[config.mk]
export PLATFORM = sky130hd
export DESIGN_NAME = utf8_identifier_sanitizer
export DESIGN_NICKNAME = d
export VERILOG_FILES = /design/src/hw/rtl/utf8s_pkg.sv /design/src/hw/rtl/utf8s_front.sv /design/src/hw/rtl/utf8s_queue.sv /design/src/hw/rtl/utf8s_back.sv /design/src/hw/rtl/utf8_identifier_sanitizer.sv
export SDC_FILE = /design/constraint.sdc
export NUM_CORES = 1
export LEC_CHECK = 0
export ABC_CLOCK_PERIOD_IN_PS = 4000
export BUFFER_PORTS_ARGS = -buffer_cell sky130_fd_sc_hd__buf_2
export CAP_MARGIN = 20
export CORE_MARGIN = 2
export CORE_UTILIZATION = 40
export DETAILED_ROUTE_END_ITERATION = 8
export SLEW_MARGIN = 20
export SYNTH_ARGS = -nofsm -noshare
export SYNTH_HDL_FRONTEND = slang
export SYNTH_HIERARCHICAL = 1
export SYNTH_SLANG_ARGS = --single-unit
[constraint.sdc]
create_clock -name clock -period 4 [get_ports clock]
set_input_delay 0 -clock clock [delete_from_list [all_inputs] [get_ports clock]]
set_output_delay 0 -clock clock [all_outputs]
set_load 0.005 [all_outputs]
[src/hw/rtl/utf8s_pkg.sv]
// ----------------------------------------------------------------------------
// utf8s_pkg
// Shared types, codes and tables of the identifier sanitizer.
// ----------------------------------------------------------------------------
package utf8s_pkg;

   localparam int QDEPTH = 4;
   localparam int QAW    = $clog2(QDEPTH);

   localparam logic [6:0] CHAR_USCORE = 7'h5F;
   localparam logic [6:0] CHAR_NUL    = 7'h00;
   localparam int         UNNAMED_LAST = 6;

   typedef logic [1:0] kind_type;
   localparam kind_type KIND_CHARS   = 2'd0;
   localparam kind_type KIND_MARK    = 2'd1;
   localparam kind_type KIND_UNNAMED = 2'd2;

   // one command from the front: a kept character group, an end marker or the fallback
   typedef struct packed {
      kind_type   kind;
      logic       sep;
      logic [6:0] c0;
      logic [6:0] c1;
      logic       two;
      logic       done;
   } cmd_type;

   typedef struct packed {
      logic       hit;
      logic [6:0] c0;
      logic [6:0] c1;
      logic       two;
   } pair_type;

   typedef struct packed {
      logic not_empty;
      logic full;
   } qstat_type;

   function automatic pair_type mk1(input logic [7:0] c);
      pair_type r;
      r.hit = 1'b1;
      r.c0  = c[6:0];
      r.c1  = CHAR_NUL;
      r.two = 1'b0;
      return r;
   endfunction

   function automatic pair_type mk2(input logic [7:0] a, input logic [7:0] b);
      pair_type r;
      r.hit = 1'b1;
      r.c0  = a[6:0];
      r.c1  = b[6:0];
      r.two = 1'b1;
      return r;
   endfunction

   // transliteration of a raw two-byte sequence
   function automatic pair_type lookup_pair(input logic [7:0] lead, input logic [7:0] second);
      pair_type r;
      logic [5:0] idx;
      r   = '0;
      idx = second[5:0];
      if (lead == 8'hC3 && second[7:6] == 2'b10) begin
         unique case (idx) inside
            [6'd0:6'd3], 6'd5: r = mk1("A");
            6'd4, 6'd6:        r = mk2("A", "e");
            6'd7:              r = mk1("C");
            [6'd8:6'd11]:      r = mk1("E");
            [6'd12:6'd15]:     r = mk1("I");
            6'd17:             r = mk1("N");
            [6'd18:6'd21], 6'd24: r = mk1("O");
            6'd22:             r = mk2("O", "e");
            [6'd25:6'd27]:     r = mk1("U");
            6'd28:             r = mk2("U", "e");
            6'd29:             r = mk1("Y");
            6'd31:             r = mk2("s", "s");
            [6'd32:6'd35], 6'd37: r = mk1("a");
            6'd36, 6'd38:      r = mk2("a", "e");
            6'd39:             r = mk1("c");
            [6'd40:6'd43]:     r = mk1("e");
            [6'd44:6'd47]:     r = mk1("i");
            6'd49:             r = mk1("n");
            [6'd50:6'd53], 6'd56: r = mk1("o");
            6'd54:             r = mk2("o", "e");
            [6'd57:6'd59]:     r = mk1("u");
            6'd60:             r = mk2("u", "e");
            6'd61, 6'd63:      r = mk1("y");
            default:           r = '0;
         endcase
      end else if (lead == 8'hC5 && second == 8'h92) begin
         r = mk2("O", "e");
      end else if (lead == 8'hC5 && second == 8'h93) begin
         r = mk2("o", "e");
      end
      return r;
   endfunction

   function automatic logic [6:0] unnamed_char(input logic [2:0] idx);
      logic [7:0] c;
      unique case (idx)
         3'd0:    c = "U";
         3'd1:    c = "n";
         3'd2:    c = "n";
         3'd3:    c = "a";
         3'd4:    c = "m";
         3'd5:    c = "e";
         default: c = "d";
      endcase
      return c[6:0];
   endfunction

endpackage

[src/hw/rtl/utf8s_front.sv]
// ----------------------------------------------------------------------------
// utf8s_front
// Takes one byte a cycle while the queue has room, tracks sequences and separators, issues commands.
// ----------------------------------------------------------------------------
module utf8s_front
   import utf8s_pkg::*;
(
   input  logic      clock,
   input  logic      reset,
   input  logic      req_tvalid,
   output logic      req_tready,
   input  logic [7:0] req_tdata,   // in_byte [7:0]
   input  logic      req_tlast,    // end_of_name
   input  qstat_type q_status,
   output logic      push,
   output cmd_type   cmd
);

   logic       sep_ff, sep_in;
   logic       any_ff, any_in;
   logic [1:0] left_ff, left_in;
   logic [7:0] lead_ff, lead_in;
   logic       two_ff, two_in;

   logic       accept;
   logic       keep;
   logic       mark;
   logic [1:0] left_dec;
   logic [7:0] b;
   logic       end_n;
   logic       alnum;
   pair_type   kc;
   pair_type   pr;

   assign req_tready = !q_status.full;
   assign accept     = req_tvalid && req_tready;
   assign b          = req_tdata;
   assign end_n      = req_tlast;
   assign left_dec   = left_ff - 2'd1;
   assign pr         = lookup_pair(lead_ff, b);
   assign alnum      = (b >= 8'h30 && b <= 8'h39) || (b >= 8'h41 && b <= 8'h5A) ||
                       (b >= 8'h61 && b <= 8'h7A);

   always_comb begin
      keep    = 1'b0;
      mark    = 1'b0;
      kc      = '0;
      left_in = left_ff;
      lead_in = lead_ff;
      two_in  = two_ff;
      if (left_ff != 2'd0) begin
         left_in = left_dec;
         if (left_dec == 2'd0) begin
            if (two_ff && pr.hit) begin
               keep = 1'b1;
               kc   = pr;
            end else begin
               mark = 1'b1;
            end
         end else if (end_n) begin
            mark = 1'b1;
         end
      end else if (!b[7]) begin
         if (alnum) begin
            keep = 1'b1;
            kc   = mk1(b);
         end else begin
            mark = 1'b1;
         end
      end else if (b[7:5] == 3'b110) begin
         left_in = 2'd1;
         lead_in = b;
         two_in  = 1'b1;
         mark    = end_n;
      end else if (b[7:4] == 4'b1110) begin
         left_in = 2'd2;
         lead_in = b;
         two_in  = 1'b0;
         mark    = end_n;
      end else if (b[7:3] == 5'b11110) begin
         left_in = 2'd3;
         lead_in = b;
         two_in  = 1'b0;
         mark    = end_n;
      end else begin
         mark = 1'b1;
      end
   end

   always_comb begin
      cmd.sep  = sep_ff;
      cmd.c0   = kc.c0;
      cmd.c1   = kc.c1;
      cmd.two  = kc.two;
      cmd.done = end_n;
      if (keep) begin
         cmd.kind = KIND_CHARS;
      end else if (any_ff) begin
         cmd.kind = KIND_MARK;
      end else begin
         cmd.kind = KIND_UNNAMED;
      end
      push = accept && (keep || end_n);
      sep_in = sep_ff;
      any_in = any_ff;
      if (keep) begin
         sep_in = 1'b0;
         any_in = 1'b1;
      end else if (mark && any_ff) begin
         sep_in = 1'b1;
      end
   end

   always_ff @(posedge clock) begin
      if (reset) begin
         sep_ff  <= 1'b0;
         any_ff  <= 1'b0;
         left_ff <= 2'd0;
         lead_ff <= 8'd0;
         two_ff  <= 1'b0;
      end else if (accept) begin
         if (end_n) begin
            sep_ff  <= 1'b0;
            any_ff  <= 1'b0;
            left_ff <= 2'd0;
            lead_ff <= 8'd0;
            two_ff  <= 1'b0;
         end else begin
            sep_ff  <= sep_in;
            any_ff  <= any_in;
            left_ff <= left_in;
            lead_ff <= lead_in;
            two_ff  <= two_in;
         end
      end
   end

endmodule

[src/hw/rtl/utf8s_queue.sv]
// ----------------------------------------------------------------------------
// utf8s_queue
// Short command queue between the front and the back.
// ----------------------------------------------------------------------------
module utf8s_queue
   import utf8s_pkg::*;
(
   input  logic      clock,
   input  logic      reset,
   input  logic      push,
   input  cmd_type   cmd_in,
   input  logic      pop,
   output cmd_type   head,
   output qstat_type q_status
);

   cmd_type        mem_ff [QDEPTH];
   logic [QAW-1:0] wr_ff;
   logic [QAW-1:0] rd_ff;
   logic [QAW:0]   count_ff, count_in;
   logic           do_pop;

   assign q_status.not_empty = count_ff != '0;
   assign q_status.full      = count_ff == (QAW+1)'(QDEPTH);
   assign head               = mem_ff[rd_ff];
   assign do_pop             = pop && q_status.not_empty;

   always_comb begin
      count_in = count_ff;
      if (push && !do_pop) begin
         count_in = count_ff + 1'b1;
      end else if (!push && do_pop) begin
         count_in = count_ff - 1'b1;
      end
   end

   always_ff @(posedge clock) begin
      if (push) begin
         mem_ff[wr_ff] <= cmd_in;
      end
   end

   always_ff @(posedge clock) begin
      if (reset) begin
         wr_ff    <= '0;
         rd_ff    <= '0;
         count_ff <= '0;
      end else begin
         if (push) begin
            wr_ff <= wr_ff + 1'b1;
         end
         if (do_pop) begin
            rd_ff <= rd_ff + 1'b1;
         end
         count_ff <= count_in;
      end
   end

endmodule

[src/hw/rtl/utf8s_back.sv]
// ----------------------------------------------------------------------------
// utf8s_back
// Expands queued commands into result characters, one per cycle unless the output stalls.
// ----------------------------------------------------------------------------
module utf8s_back
   import utf8s_pkg::*;
(
   input  logic      clock,
   input  logic      reset,
   input  cmd_type   head,
   input  qstat_type q_status,
   output logic      pop,
   output logic      rsp_tvalid,
   input  logic      rsp_tready,
   output logic [7:0] rsp_tdata,   // out_char [6:0], zero [7]
   output logic      rsp_tuser,    // has_char
   output logic      rsp_tlast     // name_done
);

   logic       valid_ff;
   logic [6:0] char_ff;
   logic       has_ff;
   logic       done_ff;
   logic [2:0] step_ff;

   logic       load;
   logic [2:0] sel;
   logic [6:0] char_in;
   logic       has_in;
   logic       last;

   assign load = q_status.not_empty && (!valid_ff || rsp_tready);
   assign sel  = step_ff + {2'b00, ~head.sep};

   always_comb begin
      char_in = CHAR_NUL;
      has_in  = 1'b1;
      last    = 1'b1;
      unique case (head.kind)
         KIND_CHARS: begin
            case (sel)
               3'd0:    char_in = CHAR_USCORE;
               3'd1:    char_in = head.c0;
               default: char_in = head.c1;
            endcase
            last = sel == (head.two ? 3'd2 : 3'd1);
         end
         KIND_UNNAMED: begin
            char_in = unnamed_char(step_ff);
            last    = step_ff == 3'(UNNAMED_LAST);
         end
         default: begin
            has_in = 1'b0;
         end
      endcase
   end

   assign pop = load && last;

   always_ff @(posedge clock) begin
      if (reset) begin
         valid_ff <= 1'b0;
         step_ff  <= 3'd0;
      end else begin
         if (load) begin
            valid_ff <= 1'b1;
            step_ff  <= last ? 3'd0 : step_ff + 3'd1;
         end else if (rsp_tready) begin
            valid_ff <= 1'b0;
         end
      end
   end

   always_ff @(posedge clock) begin
      if (load) begin
         char_ff <= char_in;
         has_ff  <= has_in;
         done_ff <= last && (head.done || head.kind != KIND_CHARS);
      end
   end

   assign rsp_tvalid = valid_ff;
   assign rsp_tdata  = {1'b0, char_ff};
   assign rsp_tuser  = has_ff;
   assign rsp_tlast  = done_ff;

`ifndef NO_ASSERTIONS
   a_marker_bare: assert property (@(posedge clock) disable iff (reset)
      valid_ff && !has_ff |-> char_ff == CHAR_NUL && done_ff)
      else $error("end marker carries a character or lacks done");
   a_step_range: assert property (@(posedge clock) disable iff (reset)
      step_ff <= 3'(UNNAMED_LAST))
      else $error("step counter out of range");
   a_idle_step: assert property (@(posedge clock) disable iff (reset)
      !q_status.not_empty |-> step_ff == 3'd0)
      else $error("step counter left mid command with empty queue");
`endif

endmodule

[src/hw/rtl/utf8_identifier_sanitizer.sv]
// ----------------------------------------------------------------------------
// utf8_identifier_sanitizer
// UTF-8 name bytes in, ASCII identifier characters out.
// ----------------------------------------------------------------------------
// One byte is taken per cycle while the queue has room; each result character
// leaves at one per cycle unless the output stalls. A byte may produce up to
// three characters (separator plus a two-letter transliteration) and a name
// with nothing kept produces seven ("Unnamed"), so input bytes keep flowing at
// full rate until the four-entry command queue between the byte classifier
// and the character expander fills; throughput over a burst is then set by
// the expander's one character per cycle. Queue and output are registered.
module utf8_identifier_sanitizer
   import utf8s_pkg::*;
(
   input  logic       clock,
   input  logic       reset,
   input  logic       req_tvalid,
   output logic       req_tready,
   input  logic [7:0] req_tdata,   // in_byte [7:0]
   input  logic       req_tlast,   // end_of_name
   output logic       rsp_tvalid,
   input  logic       rsp_tready,
   output logic [7:0] rsp_tdata,   // out_char [6:0], zero [7]
   output logic       rsp_tuser,   // has_char
   output logic       rsp_tlast    // name_done
);

   qstat_type q_status;
   logic      push;
   logic      pop;
   cmd_type   cmd;
   cmd_type   head;

   utf8s_front u_front (
      .clock      (clock),
      .reset      (reset),
      .req_tvalid (req_tvalid),
      .req_tready (req_tready),
      .req_tdata  (req_tdata),
      .req_tlast  (req_tlast),
      .q_status   (q_status),
      .push       (push),
      .cmd        (cmd)
   );

   utf8s_queue u_queue (
      .clock    (clock),
      .reset    (reset),
      .push     (push),
      .cmd_in   (cmd),
      .pop      (pop),
      .head     (head),
      .q_status (q_status)
   );

   utf8s_back u_back (
      .clock      (clock),
      .reset      (reset),
      .head       (head),
      .q_status   (q_status),
      .pop        (pop),
      .rsp_tvalid (rsp_tvalid),
      .rsp_tready (rsp_tready),
      .rsp_tdata  (rsp_tdata),
      .rsp_tuser  (rsp_tuser),
      .rsp_tlast  (rsp_tlast)
   );

endmodule
==> results.toml, run 1 <==
[outcome]
status = "completed"

[clock_tree]
clk_pin_slew_ns = 0.07
ctsResizeCount = 0
cts.sinks = 111
clk_latency_ns = 0.34
clockBufferDepth = 2
holdBufCountCts = 2
postCtsSetupRepairBufs = 0
cts_tree = "yes"
cts_buffers = 9
clock-root-buffer = "clkbuf_16"
h-tree-depth = 3

[power]
power_frac_seq = 0.456
p_int_uw = 2270
power_leakage_uw = 0.00204
clock_power_share = 0.255
p_sw_uw = 997
sw_frac_of_total = 0.305
powerDensity_nw_per_um2 = 564
combPwrFrac = 0.289
peakVddDrop_v = 0.000233

[sta]
drv_slew = 0
max_freq_ghz = 0.284
finalSetupViolCount = 0
worstMarginPinSlew_ns = 0.654
rsz0062_at_grt = "false"
fin_skew_ns = 0.00921
finalCritPeriodShare = 0.881
setup_tns_ns = 0
finalCriticalPeriod_ns = 3.53
hold_viol_final = 0
max_slew_margin = 0.559

[yosys]
synth_area_leader_cell = "edfxtp_1"
synthTopCellsByArea = "edfxtp_1, dfxtp_1, mux4_1"
synth_flop_cell = "edfxtp_1"
synth_cell_type_count = 66
synth_nets = 421
async_flop_share = 0
synth_edf_count = 85
yosysWarnings = 6
synth_top_area_frac = 0.483
synth_area_per_cell_um2 = 13.4
seq_area_frac_synth = 0.581
synth_cells = 395
synth_area_um2 = 5290
ys_seq_elements = 111

[setup_path]
arrival_ns = 3.80
reg2regPathDepth = 12
critPathLaunchType = "flip-flop"
worstSetupEndpointType = "flip-flop"
crit_path_max_fanout = 10
ff2ff_setup_slack_ns = 0.47
critPathRequiredTime_ns = 4.27
crit_type = "reg -> reg"
reg2reg_to = "u_queue/count_ff[2]"

[drt]
num_vias = 3111
via_per_inst = 5.27
drc_errors = 0
antenna_left = 0
routedWlPerCell_um = 15.8
drt-initial-drc-count = 161
wl_mm = 9.33
dr.pass1.iters = 4

[global_routing]
grt_pass1_vias = 3036
grt_use_total = 0.141
grt_pass1_wl_mm = 15.6
grt_max_degree = 26
overflow = 0
antenna_found_initial = 0

[finish]
final_cell_mix = "edfxtp_1, nor2_1, dfxtp_1"
final_common_cell = "edfxtp_1"
syn2layout_area_growth_pct = 9.51
fill_cells = 1161
drive_gt1_frac = 0.169
antennaDiodeCount = 0
finalNonFillerCells = 590
final_nets = 435

[worst_hold_path]
whs_path_depth = 3
whs_endpoint = "u_front/left_ff[1]"
hold_start = "req_tdata[5]"
hold_path.class = "in -> reg"

[die]
dieHeight_um = 119
rows = 42
io_pins = 25
die_w_um = 119
coreArea_um2 = 13100
die-area_um2 = 14200
initial_core_util = 0.404

[placed_design]
io_buffers = 23
dp_cells = 572
globalplace.congestion = 0.825
dp_hpwl_mm = 6.27

[run]
drv_cap = 0
==> cells in the mapped netlist (7+ instances only) <==
master    count
edfxtp_1     85
nor2_1       37
dfxtp_1      26
a21oi_1      23
inv_1        15
ha_1         12
o21ai_0      12
buf_4        11
mux4_2       10
nand2_1      10
a31oi_1       9
mux4_1        9
clkbuf_1      8
nor3_1        8
buf_2         7
nand2b_1      7
==> power groups by stage <==
stage / clock network, uW / registers (uW) / logic, uW
after floorplan: 0 / 1500 / 752
after global placement: 0 / 1510 / 937
after detailed placement: 0 / 1520 / 947
after CTS: 859 / 1490 / 957
after global routing: 898 / 1510 / 1060
final: 834 / 1490 / 943
==> per-layer routing <==
metal  part of all wire  track usage
met1               0.47        0.185
met2               0.48        0.231
met3              0.036       0.0302
met4              0.013       0.0499
met5                  0            0
==> registers in the layout, indices dropped and copies added (netlist names), named ones only <==
name               count
u_front/left_ff        2
u_back/rsp_tlast       1
u_front/lead_ff        8
u_back/step_ff         3
u_front/sep_ff         1
u_queue/mem_ff        76
u_queue/count_ff       3
u_queue/wr_ff          2
u_back/rsp_tuser       1
u_front/two_ff         1
u_back/char_ff         7
u_queue/rd_ff          2
u_back/rsp_tvalid      1
u_front/any_ff         1
==> metrics by stage <==
step	setup WS, ns	cell area (um2)	hold WS (ns)	util	power (uW)
6_report	0.475	5790	0.0716	0.443	3270
4_1_cts	0.467	5790	0.0588	0.442	3310
5_1_grt	0.216	5790	0.0907	0.443	3460
2_1_floorplan	0.636	5290	0.0689	-	2260
3_3_place_gp	0.622	5490	0.322	0.420	2450
3_5_place_dp	0.481	5490	0.334	0.420	2460
==> worst max path at each step <==
stage / startpoint / end / cells past startpoint
3_5_place_dp: flip-flop / u_queue/count_ff[2] / 12
2_1_floorplan: flip-flop / u_queue/count_ff[2] / 15
4_1_cts: flip-flop / u_queue/count_ff[2] / 12
3_3_place_gp: flip-flop / u_queue/count_ff[2] / 12
6_report: flip-flop / u_queue/count_ff[2] / 12
5_1_grt: flip-flop / u_queue/count_ff[2] / 12
==> cell families after synthesis <==
| group | after synthesis | share of synthesized area |
|---|---|---|
| other | 2 | 0.00142 |
| flip-flops | 111 | 0.581 |
| AND/OR/NAND/NOR | 111 | 0.120 |
| XOR/XNOR | 10 | 0.0180 |
| adder cells (fa/ha/maj) | 13 | 0.0322 |
| AO/OA/AOI/OAI | 80 | 0.105 |
| multiplexers | 23 | 0.0951 |
| buffers and inverters | 45 | 0.0473 |
==> cell type report <==
| class | count | area, um2 | area share |
|---|---|---|---|
| clock buffer | 9 | 225 | 0.0389 |
| clock inverter | 7 | 52.6 | 0.00907 |
| inverter | 15 | 56.3 | 0.00972 |
| multi-input combinational | 239 | 1970 | 0.340 |
| sequential | 111 | 3070 | 0.531 |
| tap | 176 | 220 | 0.0380 |
| timing repair buffer | 33 | 195 | 0.0337 |
==> worst max-delay path, cell delays in order, from the launching register on <==
cell and delay (ns):
dfxtp_1 0.38, buf_4 0.25, mux4_1 0.68, or2_1 0.34, a211oi_2 0.25, nor4_2 0.12, o31ai_1 0.12, ha_1 0.25
inv_1 0.06, fa_1 0.37, xor2_1 0.17, or3_1 0.30, a21oi_1 0.15
No activity file was read; power rests on OpenSTA's default activity.
==> run 2, diff against run 1 <==
CORE_UTILIZATION = 35   (was 40)
SYNTH_HIERARCHICAL = unset   (was 1)
==> run 2 against run 1 <==
- final area down 12%
- clock skew shrank 0.00061 ns
- register-to-register slack gained 0.29 ns
- wire length shrank 7.3%
- largest cell class unchanged
- global-route usage decreased by 1.2 points
- largest power group unchanged
- combinational power down 8.5%
- count of clock-buffer cells in the layout unchanged
- core utilization is 3.9 points lower
- via count shrank 6.3%
- non-clock buffer count is 6 lower
==> results.toml, run 2 <==
[outcome]
status = "completed"

[power]
combPwrFrac = 0.289
finalPower_uw = 2990
peakVddDrop_v = 0.000244
sw_frac_of_total = 0.312
power_leakage_uw = 0.00175
clock_power_share = 0.296
powerDensity_nw_per_um2 = 584
p_sw_uw = 932
p_int_uw = 2060
power_frac_seq = 0.415

[clock_tree]
cts_buffers = 9
clk_latency_ns = 0.34
clockBufferDepth = 2
h-tree-depth = 3
postCtsSetupRepairBufs = 0
clock-root-buffer = "clkbuf_16"
cts_tree = "yes"
cts.sinks = 91
holdBufCountCts = 1
ctsResizeCount = 0
clk_pin_slew_ns = 0.07

[yosys]
seq_area_frac_synth = 0.544
synth_cell_type_count = 71
ys_seq_elements = 91
synth_area_um2 = 4550
synth_top_area_frac = 0.429
synth_edf_count = 65
synth_area_leader_cell = "edfxtp_1"
synth_area_per_cell_um2 = 12.2
synth_flop_cell = "edfxtp_1"
yosysWarnings = 0
synthTopCellsByArea = "edfxtp_1, dfxtp_1, mux4_2"
synth_cells = 372
yosysMostFrequentCell = "edfxtp_1"
async_flop_share = 0
synthTopCellsByCount = "edfxtp_1, nor2_1, dfxtp_1, a21oi_1, inv_1"
synth_nets = 398

[setup_path]
cp_slowest_cell = "mux4_2"
cpPeakStageDelay_ns = 0.50
crit_end = "u_queue.count_ff[2]"
critPathRequiredTime_ns = 4.27
worstSetupEndpointType = "flip-flop"
crit_chain = "mux4_2 > inv_1 > ha_1 > ha_1 > nand2b_1 > mux2i_1 > a31oi_4 > a21boi_4 > inv_1 > ha_1 > inv_1 > fa_1 > xor2_1 > or3_1 > a21oi_1"
reg2regPathDepth = 15
crit_type = "reg -> reg"
reg2reg_to = "u_queue.count_ff[2]"
critPathLaunchType = "flip-flop"
arrival_ns = 3.51
crit_path_max_fanout = 6
ff2ff_setup_slack_ns = 0.76

[die]
io_pins = 25
initial_core_util = 0.359
dieHeight_um = 118
die_w_um = 118
coreArea_um2 = 12700
die-area_um2 = 13900
rows = 41

[placed_design]
io_buffers = 23
dp_hpwl_mm = 5.98
globalplace.congestion = 0.788

[worst_hold_path]
hold_start = "req_tvalid"
hold_path.class = "in -> reg"

[sta]
drv_slew = 0
hold_viol_final = 0
worstMarginPinSlew_ns = 0.732
max_freq_ghz = 0.309
max_slew_margin = 0.512
rsz0062_at_grt = "false"
finalSetupViolCount = 0
finalCriticalPeriod_ns = 3.24
fin_skew_ns = 0.00861
setup_tns_ns = 0
finalCritPeriodShare = 0.809

[finish]
multiInputGateArea_um2 = 1900
reg_top3 = "u_queue.mem_ff x56, u_front.lead_ff x8, u_back.char_ff x7"
final_nets = 414
fill_cells = 1195
register_area_um2 = 2470
largest_register_ffs = 56
regMostFlops = "u_queue.mem_ff"
final_cell_mix = "edfxtp_1, nor2_1, dfxtp_1"
syn2layout_area_growth_pct = 12.6
drive_gt1_frac = 0.188
final_common_cell = "edfxtp_1"

[drt]
drt-initial-drc-count = 253
num_vias = 2914
dr.pass1.iters = 4
antenna_left = 0
drc_errors = 0
wl_mm = 8.65
routedWlPerCell_um = 15.3
via_per_inst = 5.15

[global_routing]
antenna_found_initial = 0
overflow = 0
grt_pass1_wl_mm = 14.4
grt_use_total = 0.129
grt_max_degree = 29
grt_pass1_vias = 2843

[run]
drv_cap = 0
-- run 2: cell types whose count changed after synthesis, sizes merged, moves of 5 or more --
cell,previous run,this run
buf,22,12
edfxtp,85,65
nor2,37,29
a31oi,9,3
mux4,19,14
nand2,10,16
-- run 2: through the flow --
step	std cells	setup slack (ns)	cell area [um2]	hold slack, ns	util
final	566	0.762	5120	0.0229	0.404
after CTS	565	0.736	5120	0.0107	0.404
after global routing	565	0.520	5120	0.0172	0.404
after detailed placement	548	0.760	4790	0.281	0.378
after floorplan	372	0.542	4550	0.0989	-
after global placement	548	0.886	4790	0.271	0.378
-- run 2: critical path: cells and delay by family (launching register included) --
family	cells	cell delay, ns
flops	1	0.36
xor+xnor	1	0.17
compound gates	3	0.52
mux	2	0.61
simple gates	2	0.38
buf+inv	3	0.21
fa+ha+maj	4	0.92
-- run 2: worst min-delay path by stage --
stage | to | cells after the start
after floorplan | u_queue.mem_ff[0][0] | 0
after global placement | u_back.rsp_tvalid | 4
after detailed placement | u_back.rsp_tvalid | 4
after CTS | u_front.left_ff[0] | 4
after global routing | u_queue.mem_ff[2][0] | 1
final | u_front.left_ff[0] | 4
-- run 2: area by class of cell --
| cell class | instances | share of cell area |
|---|---|---|
| Sequential cell | 91 | 0.483 |
| Antenna cell | 1 | 0.000489 |
| Tap cell | 172 | 0.0420 |
| Clock buffer | 9 | 0.0440 |
| Multi-Input combinational cell | 241 | 0.371 |
| Inverter | 18 | 0.0132 |
| Clock inverter | 7 | 0.0174 |
| Timing Repair Buffer | 27 | 0.0288 |
-- run 2: per-layer routing --
metal  share of wire  global-route usage  up-vias
met1            0.47               0.169     1415
li1                -                   -     1438
met3           0.037              0.0397        9
met4           0.011              0.0294        0
met5               0                   0        -
met2            0.48               0.211       52
-- run 2: logic make-up (layout without fill, tap and decap cells) --
family	count (synthesis)	after routing	synth area share
other cells	1	2	0.000825
flops	91	91	0.544
xor+xnor	7	7	0.0135
buf+inv	40	61	0.0385
fa+ha+maj	14	14	0.0396
compound gates	85	85	0.133
mux	25	25	0.0949
simple gates	109	109	0.136
-- run 2: power by group through the flow --
stage	logic [uW]	registers, uW	clock network (uW)
after CTS	874	1240	905
final	863	1240	885
after global placement	851	1260	0
after global routing	972	1260	948
after detailed placement	867	1260	0
after floorplan	658	1250	0
==> run 3, diff against run 2 <==
ABC_CLOCK_PERIOD_IN_PS = 2650   (was 4000)
clock period = 2.65 ns   (was 4 ns; I/O delays follow)
==> run 3 against run 2 <==
- wire length up 3.8%
- setup slack got worse by 1.0 ns
- the run now ends with negative setup slack left
- die area unchanged
- largest power group unchanged
- highest routed layer unchanged
==> results.toml, run 3 (synthesized netlist as in run 2, its figures left out) <==
[clock_tree]
clockBufferDepth = 2
cts_tree = "yes"
clock-root-buffer = "clkbuf_16"
postCtsSetupRepairBufs = 0
h-tree-depth = 3
clk_pin_slew_ns = 0.07
cts_buffers = 9
clk_latency_ns = 0.35
cts.sinks = 91

[outcome]
status = "complete, but fails checks"
violations = "negative setup slack"

[global_routing]
antenna_found_initial = 0
overflow = 0
grt_pass1_vias = 2966
grt_max_degree = 29
grt_use_total = 0.135
grt_pass1_wl_mm = 14.8

[sta]
max_slew_margin = 0.595
setup_slack_ns = -0.283
hold_viol_final = 0
finalCritPeriodShare = 1.11
drv_slew = 0
finalCriticalPeriod_ns = 2.93
finalSetupViolCount = 2
setup_tns_ns = -0.533
worstMarginPinSlew_ns = 0.604
fin_skew_ns = 0.00654
max_freq_ghz = 0.341
rsz0062_at_grt = "true"
whs_ns = 0.0155

[die]
io_pins = 25
coreArea_um2 = 12700
initial_core_util = 0.359
die-area_um2 = 13900
dieHeight_um = 118
die_w_um = 118
rows = 41

[placed_design]
dp_hpwl_mm = 6.43
io_buffers = 23
globalplace.congestion = 0.781

[finish]
final_cell_mix = "edfxtp_1, buf_4, nor2_1"
reg_top3 = "u_queue.mem_ff x56, u_front.lead_ff x8, u_back.char_ff x7"
drive_gt1_frac = 0.286
largest_register_ffs = 56
antennaDiodeCount = 0
final_common_cell = "edfxtp_1"
final_util = 0.427
regMostFlops = "u_queue.mem_ff"
final_nets = 444
syn2layout_area_growth_pct = 18.9

[drt]
drc_errors = 0
antenna_left = 0
wl_mm = 8.98
num_vias = 3023
routedWlPerCell_um = 15.1
drt-initial-drc-count = 189
dr.pass1.iters = 4
via_per_inst = 5.08

[power]
peakVddDrop_v = 0.000443
powerDensity_nw_per_um2 = 874
power_leakage_uw = 0.00188

[setup_path]
cp_slowest_cell = "mux4_2"
worstSetupEndpointType = "flip-flop"
crit_chain = "mux4_2 > inv_2 > ha_4 > ha_4 > nand2b_4 > mux2i_4 > a31oi_4 > a21boi_4 > inv_2 > ha_4 > inv_2 > fa_2 > xor2_2 > or3_1 > a21oi_1"
crit_path_max_fanout = 3
cpPeakStageDelay_ns = 0.50
critPathLaunchType = "flip-flop"
arrival_ns = 3.21
crit_type = "reg -> reg"
critPathRequiredTime_ns = 2.93

[worst_hold_path]
hold_path.class = "in -> reg"

[run]
drv_cap = 0
[run 3: routing by layer]
metal,track usage,up-vias,part of all wire
met4,0.0474,0,0.014
met1,0.174,1455,0.47
met2,0.222,61,0.48
met5,0,-,0
li1,-,1494,-
met3,0.0334,13,0.038
[run 3: final timing paths]
check / start / end / slack, ns / cells after the start
max: flip-flop / u_queue.count_ff[2] / -0.28 / 15
min: req_tdata[4] / u_front.lead_ff[4] / 0.02 / 3
max reg2reg: flip-flop / u_queue.count_ff[2] / -0.28 / 15
min reg2reg: u_front.lead_ff[5] / u_front.lead_ff[5] / 0.46 / 2
[run 3: worst max-delay path, delay by kind of cell, from the launching register on]
family	cells	cell delay [ns]
adders and majority gates	4	0.70
DFF	1	0.34
AOI/OAI and AO/OA	3	0.43
and+or+nand+nor	2	0.46
buffers and inverters	3	0.18
xor gates and xnor gates	1	0.07
muxes	2	0.68
[run 3: final cells by class]
type                    instances  area (um2)
clock inverters                 7        60.1
inverters                      18        67.6
repair buffers                 57         377
multi-input cells             241        1990
clock buffers                   9         225
flip-flops and latches         91        2470
well taps                     172         215
fillers                      1175        7260
[run 3: what timing repair did]
item | in CTS | in global routing
gates resized for setup | 2 | 7
hold endpoints to repair | 1 | 0
hold buffers | 1 | 0
setup endpoints to repair | 3 | 59
pin swaps | 1 | 3
[run 3: power breakdown]
group | total (uW) | leakage (uW) | internal (uW) | switching [uW]
logic | 1630 | 0.000938 | 805 | 826
clock network | 1210 | 0.000131 | 649 | 562
registers | 1890 | 0.000811 | 1770 | 113
total | 4730 | 0.00188 | 3230 | 1500
[run 3: metrics by stage]
stage	power (uW)	cell area [um2]	setup slack, ns	cells
2_1_floorplan	2990	4620	-0.486	372
3_3_place_gp	3430	5070	-0.199	578
3_5_place_dp	3470	5070	-0.283	578
4_1_cts	4740	5380	-0.305	595
5_1_grt	5020	5410	-0.378	595
6_report	4730	5410	-0.283	595
